### config.mk
export PLATFORM = sky130hd
export DESIGN_NAME = intel_hex_record_parser_core
export DESIGN_NICKNAME = d
export VERILOG_FILES = /design/src/rtl/ihex_pkg.sv /design/src/rtl/intel_hex_record_parser_core.sv
export SDC_FILE = /design/constraint.sdc
export NUM_CORES = 1
export LEC_CHECK = 0
export BUFFER_PORTS_ARGS = -buffer_cell sky130_fd_sc_hd__buf_4
export CORE_UTILIZATION = 59
export CTS_CLUSTER_SIZE = 25
export DETAILED_ROUTE_END_ITERATION = 8
export GPL_TIMING_DRIVEN = 0
export PLACE_DENSITY_LB_ADDON = 0.3
export SLEW_MARGIN = 15
export SYNTH_ARGS = -nofsm -noshare
export SYNTH_HDL_FRONTEND = slang
export SYNTH_SLANG_ARGS = --single-unit
### constraint.sdc
create_clock -name clk -period 4.6 [get_ports clk]
set_clock_uncertainty 0.05 [all_clocks]
set_input_delay 0.69 -clock clk [delete_from_list [all_inputs] [get_ports clk]]
set_output_delay 0.69 -clock clk [all_outputs]
set_load 0.005 [all_outputs]
### src/rtl/ihex_pkg.sv
// Shared types and constants for the Intel HEX record parser.
package ihex_pkg;

    // Parser phase within the character stream.
    typedef enum logic [3:0] {
        PH_COLON   = 4'd0,
        PH_COUNT   = 4'd1,
        PH_ADDR    = 4'd2,
        PH_TYPE    = 4'd3,
        PH_DATA    = 4'd4,
        PH_PAYLOAD = 4'd5,
        PH_CHECK   = 4'd6,
        PH_SKIP    = 4'd7,
        PH_STOPPED = 4'd8,
        PH_DONE    = 4'd9
    } phase_t;

    // Result kinds.
    typedef enum logic [2:0] {
        KIND_DATA      = 3'd0,
        KIND_REC_OK    = 3'd1,
        KIND_SUM_WARN  = 3'd2,
        KIND_END       = 3'd3,
        KIND_FORMAT    = 3'd4,
        KIND_BAD_TYPE  = 3'd5,
        KIND_SUM_FATAL = 3'd6
    } kind_t;

    // Record kind held while the payload is parsed.
    typedef enum logic [1:0] {
        REC_DATA       = 2'd0,
        REC_EXT_LINEAR = 2'd1,
        REC_START      = 2'd2
    } rec_kind_t;

    localparam logic [7:0] CHAR_COLON      = 8'h3A;
    localparam logic [7:0] CHAR_NEWLINE    = 8'h0A;
    localparam logic [7:0] TYPE_DATA       = 8'h00;
    localparam logic [7:0] TYPE_EXT_LINEAR = 8'h04;
    localparam logic [7:0] TYPE_START      = 8'h05;
    localparam logic [7:0] ADDR_BYTES      = 8'd2;
    localparam logic [7:0] EXT_BYTES       = 8'd2;
    localparam logic [7:0] START_BYTES     = 8'd4;

    // Hex digit decode; an invalid digit reads as zero.
    function automatic logic [3:0] hex_nibble(input logic [7:0] c);
        logic [3:0] n;
        n = 4'd0;
        if (c >= 8'h30 && c <= 8'h39) begin
            n = 4'(c - 8'h30);
        end
        else if (c >= 8'h61 && c <= 8'h66) begin
            n = 4'(c - 8'h57);
        end
        else if (c >= 8'h41 && c <= 8'h46) begin
            n = 4'(c - 8'h37);
        end
        return n;
    endfunction

    function automatic logic hex_valid(input logic [7:0] c);
        return (c >= 8'h30 && c <= 8'h39) || (c >= 8'h61 && c <= 8'h66) ||
               (c >= 8'h41 && c <= 8'h46);
    endfunction

endpackage

### src/rtl/intel_hex_record_parser_core.sv
// Intel HEX record parser: one character per word in, at most one result per word out.
// Results are registered: a result enters the output register when its character is accepted.
// Throughput: one character per cycle; in_ready drops only while a result waits untaken.
// Each character is decoded and applied to the parser state in the cycle it is accepted.
// Reset (rst_n low, asynchronous) returns to the expect-colon phase with all parser state cleared.
// After an end record or a halting error, characters are still taken but give no result until reset.
module intel_hex_record_parser_core
    import ihex_pkg::*;
(
    input  logic        clk,
    input  logic        rst_n,
    input  logic        cfg_wr_en,
    input  logic        cfg_wr_data,
    input  logic        in_valid,
    output logic        in_ready,
    input  logic [7:0]  character,
    output logic        out_valid,
    input  logic        out_ready,
    output logic [2:0]  kind,
    output logic [31:0] address,
    output logic [7:0]  data_byte,
    output logic [7:0]  computed_sum,
    output logic [31:0] start_address,
    output logic        start_valid,
    output logic        bad_hex
);

    // Parser state.
    phase_t      phase_reg, phase_next;
    logic [3:0]  high_nibble_reg, high_nibble_next;
    logic        digit_half_reg, digit_half_next;
    logic [7:0]  byte_count_reg, byte_count_next;
    rec_kind_t   rec_kind_reg, rec_kind_next;
    logic [15:0] load_addr_reg, load_addr_next;
    logic [7:0]  byte_index_reg, byte_index_next;
    logic [15:0] base_upper_reg, base_upper_next;
    logic [7:0]  running_sum_reg, running_sum_next;
    logic [31:0] payload_shift_reg, payload_shift_next;
    logic [31:0] start_addr_reg, start_addr_next;
    logic        start_seen_reg, start_seen_next;
    logic        bad_hex_seen_reg, bad_hex_seen_next;
    logic        fatal_reg;

    // Output register.
    logic        out_valid_reg;
    kind_t       kind_reg;
    logic [31:0] address_reg;
    logic [7:0]  data_reg;
    logic [7:0]  sum_reg;
    logic [31:0] start_out_reg;
    logic        start_valid_reg;
    logic        bad_hex_reg;

    // Per-character decode.
    logic        in_accept;
    logic        in_record;
    logic        is_newline;
    logic        decode_active;
    logic [3:0]  nib;
    logic [7:0]  cur_byte;
    logic        cur_bad;
    logic [7:0]  calc_sum;
    logic [7:0]  index_inc;
    logic [31:0] shift_new;
    logic [7:0]  need_bytes;

    // Combinational result.
    logic        res_emit;
    kind_t       res_kind;
    logic [31:0] res_addr;
    logic [7:0]  res_data;
    logic [7:0]  res_sum;

    assign in_ready  = !out_valid_reg || out_ready;
    assign in_accept = in_valid && in_ready;

    // Character classification and hex pair assembly.
    assign in_record = (phase_reg == PH_COUNT) || (phase_reg == PH_ADDR) ||
                       (phase_reg == PH_TYPE) || (phase_reg == PH_DATA) ||
                       (phase_reg == PH_PAYLOAD) || (phase_reg == PH_CHECK);
    assign is_newline    = (character == CHAR_NEWLINE);
    assign decode_active = in_record && !is_newline;
    assign nib           = hex_nibble(character);
    assign cur_bad       = decode_active && !hex_valid(character);
    assign cur_byte      = {high_nibble_reg, nib};
    assign calc_sum      = 8'(8'd0 - running_sum_reg);
    assign index_inc     = 8'(byte_index_reg + 8'd1);
    assign shift_new     = {payload_shift_reg[23:0], cur_byte};
    assign need_bytes    = (rec_kind_reg == REC_EXT_LINEAR) ? EXT_BYTES : START_BYTES;

    // Next-state logic.
    always_comb
    begin
        phase_next         = phase_reg;
        high_nibble_next   = high_nibble_reg;
        digit_half_next    = digit_half_reg;
        byte_count_next    = byte_count_reg;
        rec_kind_next      = rec_kind_reg;
        load_addr_next     = load_addr_reg;
        byte_index_next    = byte_index_reg;
        base_upper_next    = base_upper_reg;
        running_sum_next   = running_sum_reg;
        payload_shift_next = payload_shift_reg;
        start_addr_next    = start_addr_reg;
        start_seen_next    = start_seen_reg;
        bad_hex_seen_next  = bad_hex_seen_reg;
        if (in_accept)
        begin
            unique case (phase_reg)
                PH_DONE, PH_STOPPED:
                begin
                end
                PH_SKIP:
                begin
                    if (is_newline)
                    begin
                        phase_next = PH_COLON;
                    end
                end
                PH_COLON:
                begin
                    if (character == CHAR_COLON)
                    begin
                        phase_next         = PH_COUNT;
                        digit_half_next    = 1'b0;
                        high_nibble_next   = 4'd0;
                        running_sum_next   = 8'd0;
                        byte_index_next    = 8'd0;
                        load_addr_next     = 16'd0;
                        payload_shift_next = 32'd0;
                    end
                    else
                    begin
                        phase_next = PH_STOPPED;
                    end
                end
                PH_COUNT, PH_ADDR, PH_TYPE, PH_DATA, PH_PAYLOAD, PH_CHECK:
                begin
                    if (is_newline)
                    begin
                        phase_next = PH_STOPPED;
                    end
                    else if (!digit_half_reg)
                    begin
                        high_nibble_next = nib;
                        digit_half_next  = 1'b1;
                    end
                    else if (phase_reg == PH_CHECK)
                    begin
                        digit_half_next = 1'b0;
                        if (calc_sum != cur_byte && fatal_reg)
                        begin
                            phase_next = PH_STOPPED;
                        end
                        else
                        begin
                            phase_next = PH_SKIP;
                        end
                    end
                    else
                    begin
                        digit_half_next  = 1'b0;
                        running_sum_next = 8'(running_sum_reg + cur_byte);
                        unique case (phase_reg)
                            PH_COUNT:
                            begin
                                byte_count_next = cur_byte;
                                if (cur_byte == 8'd0)
                                begin
                                    phase_next = PH_DONE;
                                end
                                else
                                begin
                                    byte_index_next = 8'd0;
                                    phase_next      = PH_ADDR;
                                end
                            end
                            PH_ADDR:
                            begin
                                load_addr_next  = {load_addr_reg[7:0], cur_byte};
                                byte_index_next = index_inc;
                                if (index_inc >= ADDR_BYTES)
                                begin
                                    phase_next = PH_TYPE;
                                end
                            end
                            PH_TYPE:
                            begin
                                byte_index_next    = 8'd0;
                                payload_shift_next = 32'd0;
                                if (cur_byte == TYPE_DATA)
                                begin
                                    rec_kind_next = REC_DATA;
                                    phase_next    = PH_DATA;
                                end
                                else if (cur_byte == TYPE_EXT_LINEAR)
                                begin
                                    rec_kind_next = REC_EXT_LINEAR;
                                    phase_next    = PH_PAYLOAD;
                                end
                                else if (cur_byte == TYPE_START)
                                begin
                                    rec_kind_next = REC_START;
                                    phase_next    = PH_PAYLOAD;
                                end
                                else
                                begin
                                    phase_next = PH_STOPPED;
                                end
                            end
                            PH_DATA:
                            begin
                                byte_index_next = index_inc;
                                if (index_inc == byte_count_reg)
                                begin
                                    phase_next = PH_CHECK;
                                end
                            end
                            PH_PAYLOAD:
                            begin
                                payload_shift_next = shift_new;
                                byte_index_next    = index_inc;
                                if (index_inc >= need_bytes)
                                begin
                                    if (rec_kind_reg == REC_EXT_LINEAR)
                                    begin
                                        base_upper_next = shift_new[15:0];
                                    end
                                    else
                                    begin
                                        start_addr_next = shift_new;
                                        start_seen_next = 1'b1;
                                    end
                                    phase_next = PH_CHECK;
                                end
                            end
                            default:
                            begin
                                phase_next = PH_STOPPED;
                            end
                        endcase
                    end
                end
                default:
                begin
                    phase_next = PH_STOPPED;
                end
            endcase
            // The flag collects bad digits and is cleared by every result.
            bad_hex_seen_next = res_emit ? 1'b0 : (bad_hex_seen_reg | cur_bad);
        end
    end

    // Result decision for the current character.
    always_comb
    begin
        res_emit = 1'b0;
        res_kind = KIND_DATA;
        res_addr = 32'd0;
        res_data = 8'd0;
        res_sum  = 8'd0;
        unique case (phase_reg)
            PH_DONE, PH_STOPPED, PH_SKIP:
            begin
            end
            PH_COLON:
            begin
                if (character != CHAR_COLON)
                begin
                    res_emit = 1'b1;
                    res_kind = KIND_FORMAT;
                end
            end
            PH_COUNT, PH_ADDR, PH_TYPE, PH_DATA, PH_PAYLOAD, PH_CHECK:
            begin
                if (is_newline)
                begin
                    res_emit = 1'b1;
                    res_kind = KIND_FORMAT;
                end
                else if (digit_half_reg)
                begin
                    unique case (phase_reg)
                        PH_CHECK:
                        begin
                            res_emit = 1'b1;
                            res_sum  = calc_sum;
                            if (calc_sum == cur_byte)
                            begin
                                res_kind = KIND_REC_OK;
                            end
                            else if (fatal_reg)
                            begin
                                res_kind = KIND_SUM_FATAL;
                            end
                            else
                            begin
                                res_kind = KIND_SUM_WARN;
                            end
                        end
                        PH_COUNT:
                        begin
                            if (cur_byte == 8'd0)
                            begin
                                res_emit = 1'b1;
                                res_kind = KIND_END;
                            end
                        end
                        PH_TYPE:
                        begin
                            if (cur_byte != TYPE_DATA && cur_byte != TYPE_EXT_LINEAR &&
                                cur_byte != TYPE_START)
                            begin
                                res_emit = 1'b1;
                                res_kind = KIND_BAD_TYPE;
                            end
                        end
                        PH_DATA:
                        begin
                            res_emit = 1'b1;
                            res_kind = KIND_DATA;
                            res_addr = {base_upper_reg, 16'd0} + {16'd0, load_addr_reg} +
                                       {24'd0, byte_index_reg};
                            res_data = cur_byte;
                        end
                        default:
                        begin
                        end
                    endcase
                end
            end
            default:
            begin
            end
        endcase
    end

    // Parser state and configuration registers.
    always_ff @(posedge clk or negedge rst_n)
    begin
        if (!rst_n)
        begin
            phase_reg         <= PH_COLON;
            high_nibble_reg   <= 4'd0;
            digit_half_reg    <= 1'b0;
            byte_count_reg    <= 8'd0;
            rec_kind_reg      <= REC_DATA;
            load_addr_reg     <= 16'd0;
            byte_index_reg    <= 8'd0;
            base_upper_reg    <= 16'd0;
            running_sum_reg   <= 8'd0;
            payload_shift_reg <= 32'd0;
            start_addr_reg    <= 32'd0;
            start_seen_reg    <= 1'b0;
            bad_hex_seen_reg  <= 1'b0;
            fatal_reg         <= 1'b0;
        end
        else
        begin
            phase_reg         <= phase_next;
            high_nibble_reg   <= high_nibble_next;
            digit_half_reg    <= digit_half_next;
            byte_count_reg    <= byte_count_next;
            rec_kind_reg      <= rec_kind_next;
            load_addr_reg     <= load_addr_next;
            byte_index_reg    <= byte_index_next;
            base_upper_reg    <= base_upper_next;
            running_sum_reg   <= running_sum_next;
            payload_shift_reg <= payload_shift_next;
            start_addr_reg    <= start_addr_next;
            start_seen_reg    <= start_seen_next;
            bad_hex_seen_reg  <= bad_hex_seen_next;
            if (cfg_wr_en)
            begin
                fatal_reg <= cfg_wr_data;
            end
        end
    end

    // Output valid flag.
    always_ff @(posedge clk or negedge rst_n)
    begin
        if (!rst_n)
        begin
            out_valid_reg <= 1'b0;
        end
        else if (in_accept && res_emit)
        begin
            out_valid_reg <= 1'b1;
        end
        else if (out_ready)
        begin
            out_valid_reg <= 1'b0;
        end
    end

    // Output payload register.
    always_ff @(posedge clk)
    begin
        if (in_accept && res_emit)
        begin
            kind_reg        <= res_kind;
            address_reg     <= res_addr;
            data_reg        <= res_data;
            sum_reg         <= res_sum;
            start_out_reg   <= start_addr_reg;
            start_valid_reg <= start_seen_reg;
            bad_hex_reg     <= bad_hex_seen_reg | cur_bad;
        end
    end

    assign out_valid     = out_valid_reg;
    assign kind          = kind_reg;
    assign address       = address_reg;
    assign data_byte     = data_reg;
    assign computed_sum  = sum_reg;
    assign start_address = start_out_reg;
    assign start_valid   = start_valid_reg;
    assign bad_hex       = bad_hex_reg;

    // Once ended or stopped, the parser stays there until reset.
    assert property (@(posedge clk) disable iff (!rst_n)
        (phase_reg == PH_STOPPED || phase_reg == PH_DONE) |=> phase_reg == $past(phase_reg))
        else $error("parser left a terminal phase");

    // A started hex pair is never carried into the colon or skip phases.
    // A newline in mid pair may leave it set in the stopped phase.
    assert property (@(posedge clk) disable iff (!rst_n)
        digit_half_reg |-> (phase_reg != PH_COLON && phase_reg != PH_SKIP))
        else $error("half hex pair outside a record");

    // Only data writes carry an address and a data byte.
    assert property (@(posedge clk) disable iff (!rst_n)
        (out_valid_reg && kind_reg != KIND_DATA) |-> (address_reg == 32'd0 && data_reg == 8'd0))
        else $error("non-data result with address or data");

    // The start address flag never clears once set.
    assert property (@(posedge clk) disable iff (!rst_n)
        start_seen_reg |=> start_seen_reg)
        else $error("start address flag cleared");

endmodule

=== After elaboration in Yosys (flattened, before gate mapping) ===
Cells that the tools add are included.

* Bits in registers: 212
* Output and inout port bits: 87

* Add/sub/neg operators: 8
* Order comparisons: 8
* Equal/unequal tests: 34
* Muxes and demuxes: 72
* Bitwise gates (word level): 8
* Reductions and logical operators: 44

{| class="wikitable"
|+ Operators by type and width
! operator !! number
|-
| $mux 24 || 4
|-
| $pmux 24 s2 || 2
|-
| $mux 16 || 5
|-
| $mux 4 || 19
|-
| $mux 8 || 8
|-
| $add 32x16->32 || 1
|-
| $add 32x8->32 || 1
|-
| $pmux 16 s2 || 1
|-
| $pmux 8 s2 || 2
|-
| $reduce_and 7->1 || 4
|-
| $pmux 8 s3 || 1
|-
| $reduce_and 8->1 || 3
|-
| $mux 3 || 7
|-
| $pmux 4 s5 || 1
|-
| $eq 4x3->1 const B || 4
|-
| $eq 8x3->1 const B || 2
|-
| $eq 8x8->1 || 2
|-
| $ge 8x7->1 const B || 2
|-
| $le 8x7->1 const B || 2
|-
| $ne 8x3->1 const B || 2
|-
| $pmux 4 s4 || 1
|-
| $ne 5x5->1 const B || 3
|-
| $ne 2x2->1 const B || 7
|-
| $reduce_and 6->1 || 2
|-
| 42 further kinds || 88
|}

=== Logic depth before layout (Yosys ltp) ===
* Depth after elaboration: 15
* Mapped depth: 15

=== Worst setup path before layout ===
OpenSTA, ideal clock, no wires.

* Kind: in2reg
* Start point: in character[0]
* End point: reg address_reg[0], in the netlist address[0], enable pin
* Setup time: 440 ps
* Arrival time: 4370 ps
* Data required time: 4110 ps
* Path slack: -260 ps
* Stages: 11
* Cells stage by stage: inv_1 -> ha_1 -> nor2_1 -> or4b_2 -> and2_1 -> clkbuf_1 -> and4_1 -> mux2i_1 -> o21bai_1 -> a21o_1 -> inv_1

* Longest elaborated chain between the ends: 14

{| class="wikitable"
|+ RTL lines
! what !! RTL line !! RTL
|-
| start: declaration || intel_hex_record_parser_core.sv:16 || <nowiki>input logic [7:0] character,</nowiki>
|-
| $ge 8x7->1 / $le 8x7->1 (equally long branches) || ihex_pkg.sv:55 || <nowiki>else if (c >= 8'h41 && c <= 8'h46) begin</nowiki>
|-
| $logic_and 1x1->1 || ihex_pkg.sv:55 ||
|-
| $mux 4 || ihex_pkg.sv:55 ||
|-
| $mux 4 || ihex_pkg.sv:52 || <nowiki>else if (c >= 8'h61 && c <= 8'h66) begin</nowiki>
|-
| $mux 4 || ihex_pkg.sv:49 || <nowiki>if (c >= 8'h30 && c <= 8'h39) begin</nowiki>
|-
| $ne 8x3->1 / $reduce_bool 8->1 (equally long branches) || intel_hex_record_parser_core.sv:311 || <nowiki>if (cur_byte != TYPE_DATA && cur_byte != TYPE_EXT_LINEAR &&</nowiki>
|-
| $logic_and 1x1->1 (2 in a row) || intel_hex_record_parser_core.sv:311 ||
|-
| $mux 1 || intel_hex_record_parser_core.sv:311 ||
|-
| $pmux 1 s3 || intel_hex_record_parser_core.sv:283 || <nowiki>unique case (phase_reg)</nowiki>
|-
| $mux 1 || intel_hex_record_parser_core.sv:281 || <nowiki>else if (digit_half_reg)</nowiki>
|-
| $mux 1 || intel_hex_record_parser_core.sv:276 || <nowiki>if (is_newline)</nowiki>
|-
| $pmux 1 s2 * || intel_hex_record_parser_core.sv:262 || <nowiki>unique case (phase_reg)</nowiki>
|-
| $logic_and 1x1->1 * || intel_hex_record_parser_core.sv:400 || <nowiki>if (in_accept && res_emit)</nowiki>
|-
| end signal: assignment || intel_hex_record_parser_core.sv:403 || <nowiki>address_reg <= res_addr;</nowiki>
|-
| end: declaration || intel_hex_record_parser_core.sv:47 || <nowiki>logic [31:0] address_reg;</nowiki>
|}

Mark *: on every way between the ends. The rest lies on a longest branch, timed or not.
A chain may end at the register's enable or synchronous reset.

=== Worst setup path in the final report ===
* Start point: in character[1]
* End point: reg start_out_reg[15], in the netlist start_address[15], enable pin

* Longest elaborated chain between the ends: 14

{| class="wikitable"
|+ RTL lines
! what !! RTL line !! RTL
|-
| $ge 8x7->1 / $le 8x7->1 (equally long branches) || ihex_pkg.sv:55 ||
|-
| $logic_and 1x1->1 || ihex_pkg.sv:55 ||
|-
| $mux 4 || ihex_pkg.sv:55 ||
|-
| $mux 4 || ihex_pkg.sv:52 ||
|-
| $mux 4 || ihex_pkg.sv:49 ||
|-
| $ne 8x3->1 / $reduce_bool 8->1 (equally long branches) || intel_hex_record_parser_core.sv:311 ||
|-
| $logic_and 1x1->1 (2 in a row) || intel_hex_record_parser_core.sv:311 ||
|-
| $mux 1 || intel_hex_record_parser_core.sv:311 ||
|-
| $pmux 1 s3 || intel_hex_record_parser_core.sv:283 ||
|-
| $mux 1 || intel_hex_record_parser_core.sv:281 ||
|-
| $mux 1 || intel_hex_record_parser_core.sv:276 ||
|-
| $pmux 1 s2 * || intel_hex_record_parser_core.sv:262 ||
|-
| $logic_and 1x1->1 * || intel_hex_record_parser_core.sv:400 ||
|-
| end signal: assignment || intel_hex_record_parser_core.sv:406 || <nowiki>start_out_reg <= start_addr_reg;</nowiki>
|-
| end: declaration || intel_hex_record_parser_core.sv:50 || <nowiki>logic [31:0] start_out_reg;</nowiki>
|}

Marks and branches as above.

==> flow_metrics.py <==
metrics = {
    "logic_synthesis": {
        "synthDominantCellAreaShare_pct": 31.8,
        "synth_warnings": 0,
        "synth_area_leaders": "dfrtp_1 32%, edfxtp_1 26%, mux2_2 4.3%, nand2_1 3.2%, nor2_1 3.1%",
        "synth.cell_area_mm2": 0.0100,
        "yosysUniqueCellTypes": 70,
        "avgSynthCellArea_um2": 11.5,
        "async_flop_share_pct": 59.9,
        "ys_seq_area_share_pct": 57.3,
        "synth-seq-cells": 212,
        "syn_inst": 873,
        "synth_nets": 912,
        "synth_ff_type": "dfrtp_1",
        "synth_edf_count": 85,
        "yosys.area.top_type": "dfrtp_1",
    },
    "placement": {
        "dp_hpwl_um": 15300,
        "globalplace.congestion": 0.872,
        "dpl.cell_count": 1196,
        "port_buffers": 100,
    },
    "drt": {
        "wl_per_cell_um": 17.8,
        "dr.first_iter.drc_count": 433,
        "ant_nets": 0,
        "drt-total-wl_um": 22000,
        "viasPerCell": 5.79,
        "drcViolationCount": 0,
        "num_vias": 7164,
        "dr.pass1.iters": 5,
    },
    "cells_and_area": {
        "final_cell_mix": "127 x dfrtp_1, 103 x buf_4, 85 x nand2_1, 85 x edfxtp_1, 83 x nor2_1",
        "area_delta_synth_final_pct": 18.0,
        "drive_above_1_share_pct": 20.4,
        "n_antenna_cell": 0,
        "final_cells": 1238,
        "final_common_cell": "dfrtp_1",
        "layout.nets": 1040,
    },
    "sta": {
        "rsz0062_at_grt": "false",
        "worst_slew_pin_slew_ns": 0.979,
        "fin_crit_ns": 3.79,
        "final_max_slew_viol_count": 0,
        "tns_ns": 0,
        "setup_viol": 0,
        "hold_viol_final": 0,
        "max_clock_freq_mhz": 264,
        "slew_headroom_pct": 34.7,
        "fin_crit_sh_pct": 82.4,
    },
    "cts": {
        "clk-insertion-delay-late_ns": 0.52,
        "cts_resized": 0,
        "cts.sinks": 212,
        "postCtsHoldBufs": 0,
        "cts.clk_slew.worst_paths_ns": 0.06,
        "clockRootBuffer": "clkbuf_16",
        "cts_setup_buffers": 0,
        "clock_path_buffers": 3,
        "cts_tree": "yes",
        "cts_made_buffers": 23,
        "htreeDepth": 1,
    },
    "setup_path": {
        "crit_arrival_ns": 3.95,
        "critical_path.startpoint": "character[1]",
        "crit_path_end_kind": "flip-flop",
        "regToRegEndpoint": "start_address[15]",
        "crit_type": "in -> reg",
        "required_ns": 4.75,
        "slowest_stage": "a21oi_1",
        "crit_chain": "buf_4, inv_1, ha_1, nand2b_1, a22o_1, a21oi_1, and4_1, mux2i_1, o21bai_1, a21o_1, clkinvlp_4, buf_12",
        "r2r-start": "high_nibble_reg[1]",
        "worstSetupStartpointType": "input port",
        "cp_slowest_stage_delay_ns": 0.79,
        "r2r_slack_ns": 1.00,
        "cp_max_fo": 35,
        "worstRegToRegCells": 10,
    },
    "die": {
        "die_w_um": 132,
        "ios": 101,
        "rows": 47,
        "die_h_um": 132,
        "core_mm2": 0.0166,
        "dieArea_mm2": 0.0175,
        "start_util_pct": 60.3,
    },
    "global_routing": {
        "grt_max_degree": 70,
        "grt_pass1_wl_um": 35600,
        "antenna_found_initial": 0,
        "grt_overflow": 0,
        "grt_pass1_vias": 6780,
        "grt_use_total_pct": 25.7,
    },
    "outcome": {
        "status": "finished clean",
    },
    "power_and_ir_drop": {
        "leakage_nw": 5.07,
        "ir_drop_v": 0.000265,
        "power.density_mw_per_mm2": 394,
    },
    "flow_run": {
        "drv_cap": 0,
    },
    "hold_path": {
        "min_path_type": "in -> async",
    },
}
[logic make-up (layout without fill, tap and decap cells)]
group / after synthesis / after routing / share of synthesized area, %
flops: 212 / 212 / 57.3
simple gates: 298 / 298 / 14.9
fa+ha+maj: 27 / 27 / 3.48
mux: 52 / 52 / 5.78
xor+xnor: 46 / 46 / 4.30
buf+inv: 74 / 219 / 3.01
compound gates: 164 / 164 / 11.2
[layout make-up]
type,count,area (um^2)
inverters,30,116
clock inverters,13,93.8
clock buffers,29,598
repair buffers,103,822
multi-input cells,587,3980
flip-flops and latches,212,5730
plain buffers,44,189
fillers,1164,4780
well taps,220,275
[critical path, delay by kind of cell]
family / cells / cell delay, ns
muxes: 1 / 0.35
adders and majority gates: 1 / 0.22
buffers and inverters: 4 / 0.77
AOI/OAI and AO/OA: 4 / 1.39
and+or+nand+nor: 2 / 0.50
[per-layer routing]
layer,global-route usage [%],vias to the layer above,wire length [um]
met4,7.22,0,427
met1,36.1,3522,9900
met3,3.50,40,984
li1,-,3391,-
met2,42.5,211,10700
met5,0,-,0
[Yosys cell counts (3+ instances only)]
cell type    n
and2_1       4
and3_1      11
buf_2        7
edfxtp_1    85
nand3b_1     3
nand3_1     27
or3_1       10
inv_1       30
o21ai_0     41
nor2b_1     10
nand2_1     85
xor2_1      25
nor4_1       8
clkbuf_1    31
buf_4        4
xnor2_1     19
a21o_1       8
a211oi_1     4
mux2_2      38
nand2b_1     7
dfrtp_1    127
mux2i_1      6
nand4_1      8
o31ai_1     14
a21oi_1     36
o21bai_1     5
nor3_1      13
or4_1        6
ha_1        23
nor3b_1      5
a22o_1      27
mux2_1       8
nor2_1      83
o211ai_1     3
or2_2        4
[through the flow]
stage / total power, mW / hold slack, ns / area [um^2] / util (%) / setup slack [ns]
finish: 4.65 / 0.102 / 11800 / 71.2 / 0.807
global route: 4.84 / 0.144 / 11800 / 71.2 / 0.667
CTS: 4.66 / 0.122 / 11800 / 71.2 / 0.850
detailed placement: 2.97 / 0.380 / 11100 / 67.0 / 0.350
global placement: 2.96 / 0.375 / 11000 / 66.5 / -0.914
floorplan: 2.73 / 0.344 / 10000 / - / 0.243
[report_power, final]
part | switching (mW) | leakage, nW | internal (mW)
clock | 0.753 | 0.335 | 0.939
combinational | 0.538 | 2.20 | 0.315
sequential | 0.0594 | 2.54 | 2.04
[worst max-delay path by stage]
stage                                   end  slack (ns)  cells after the start
after detailed placement  start_address[15]        0.35                     12
final                     start_address[15]        0.81                     12
after global placement    start_address[13]       -0.91                     12
after floorplan                  address[0]        0.24                     11
after CTS                 start_address[15]        0.85                     13
after global routing           data_byte[0]        0.67                     12
Note: power is estimated with default switching activity, not from simulation.
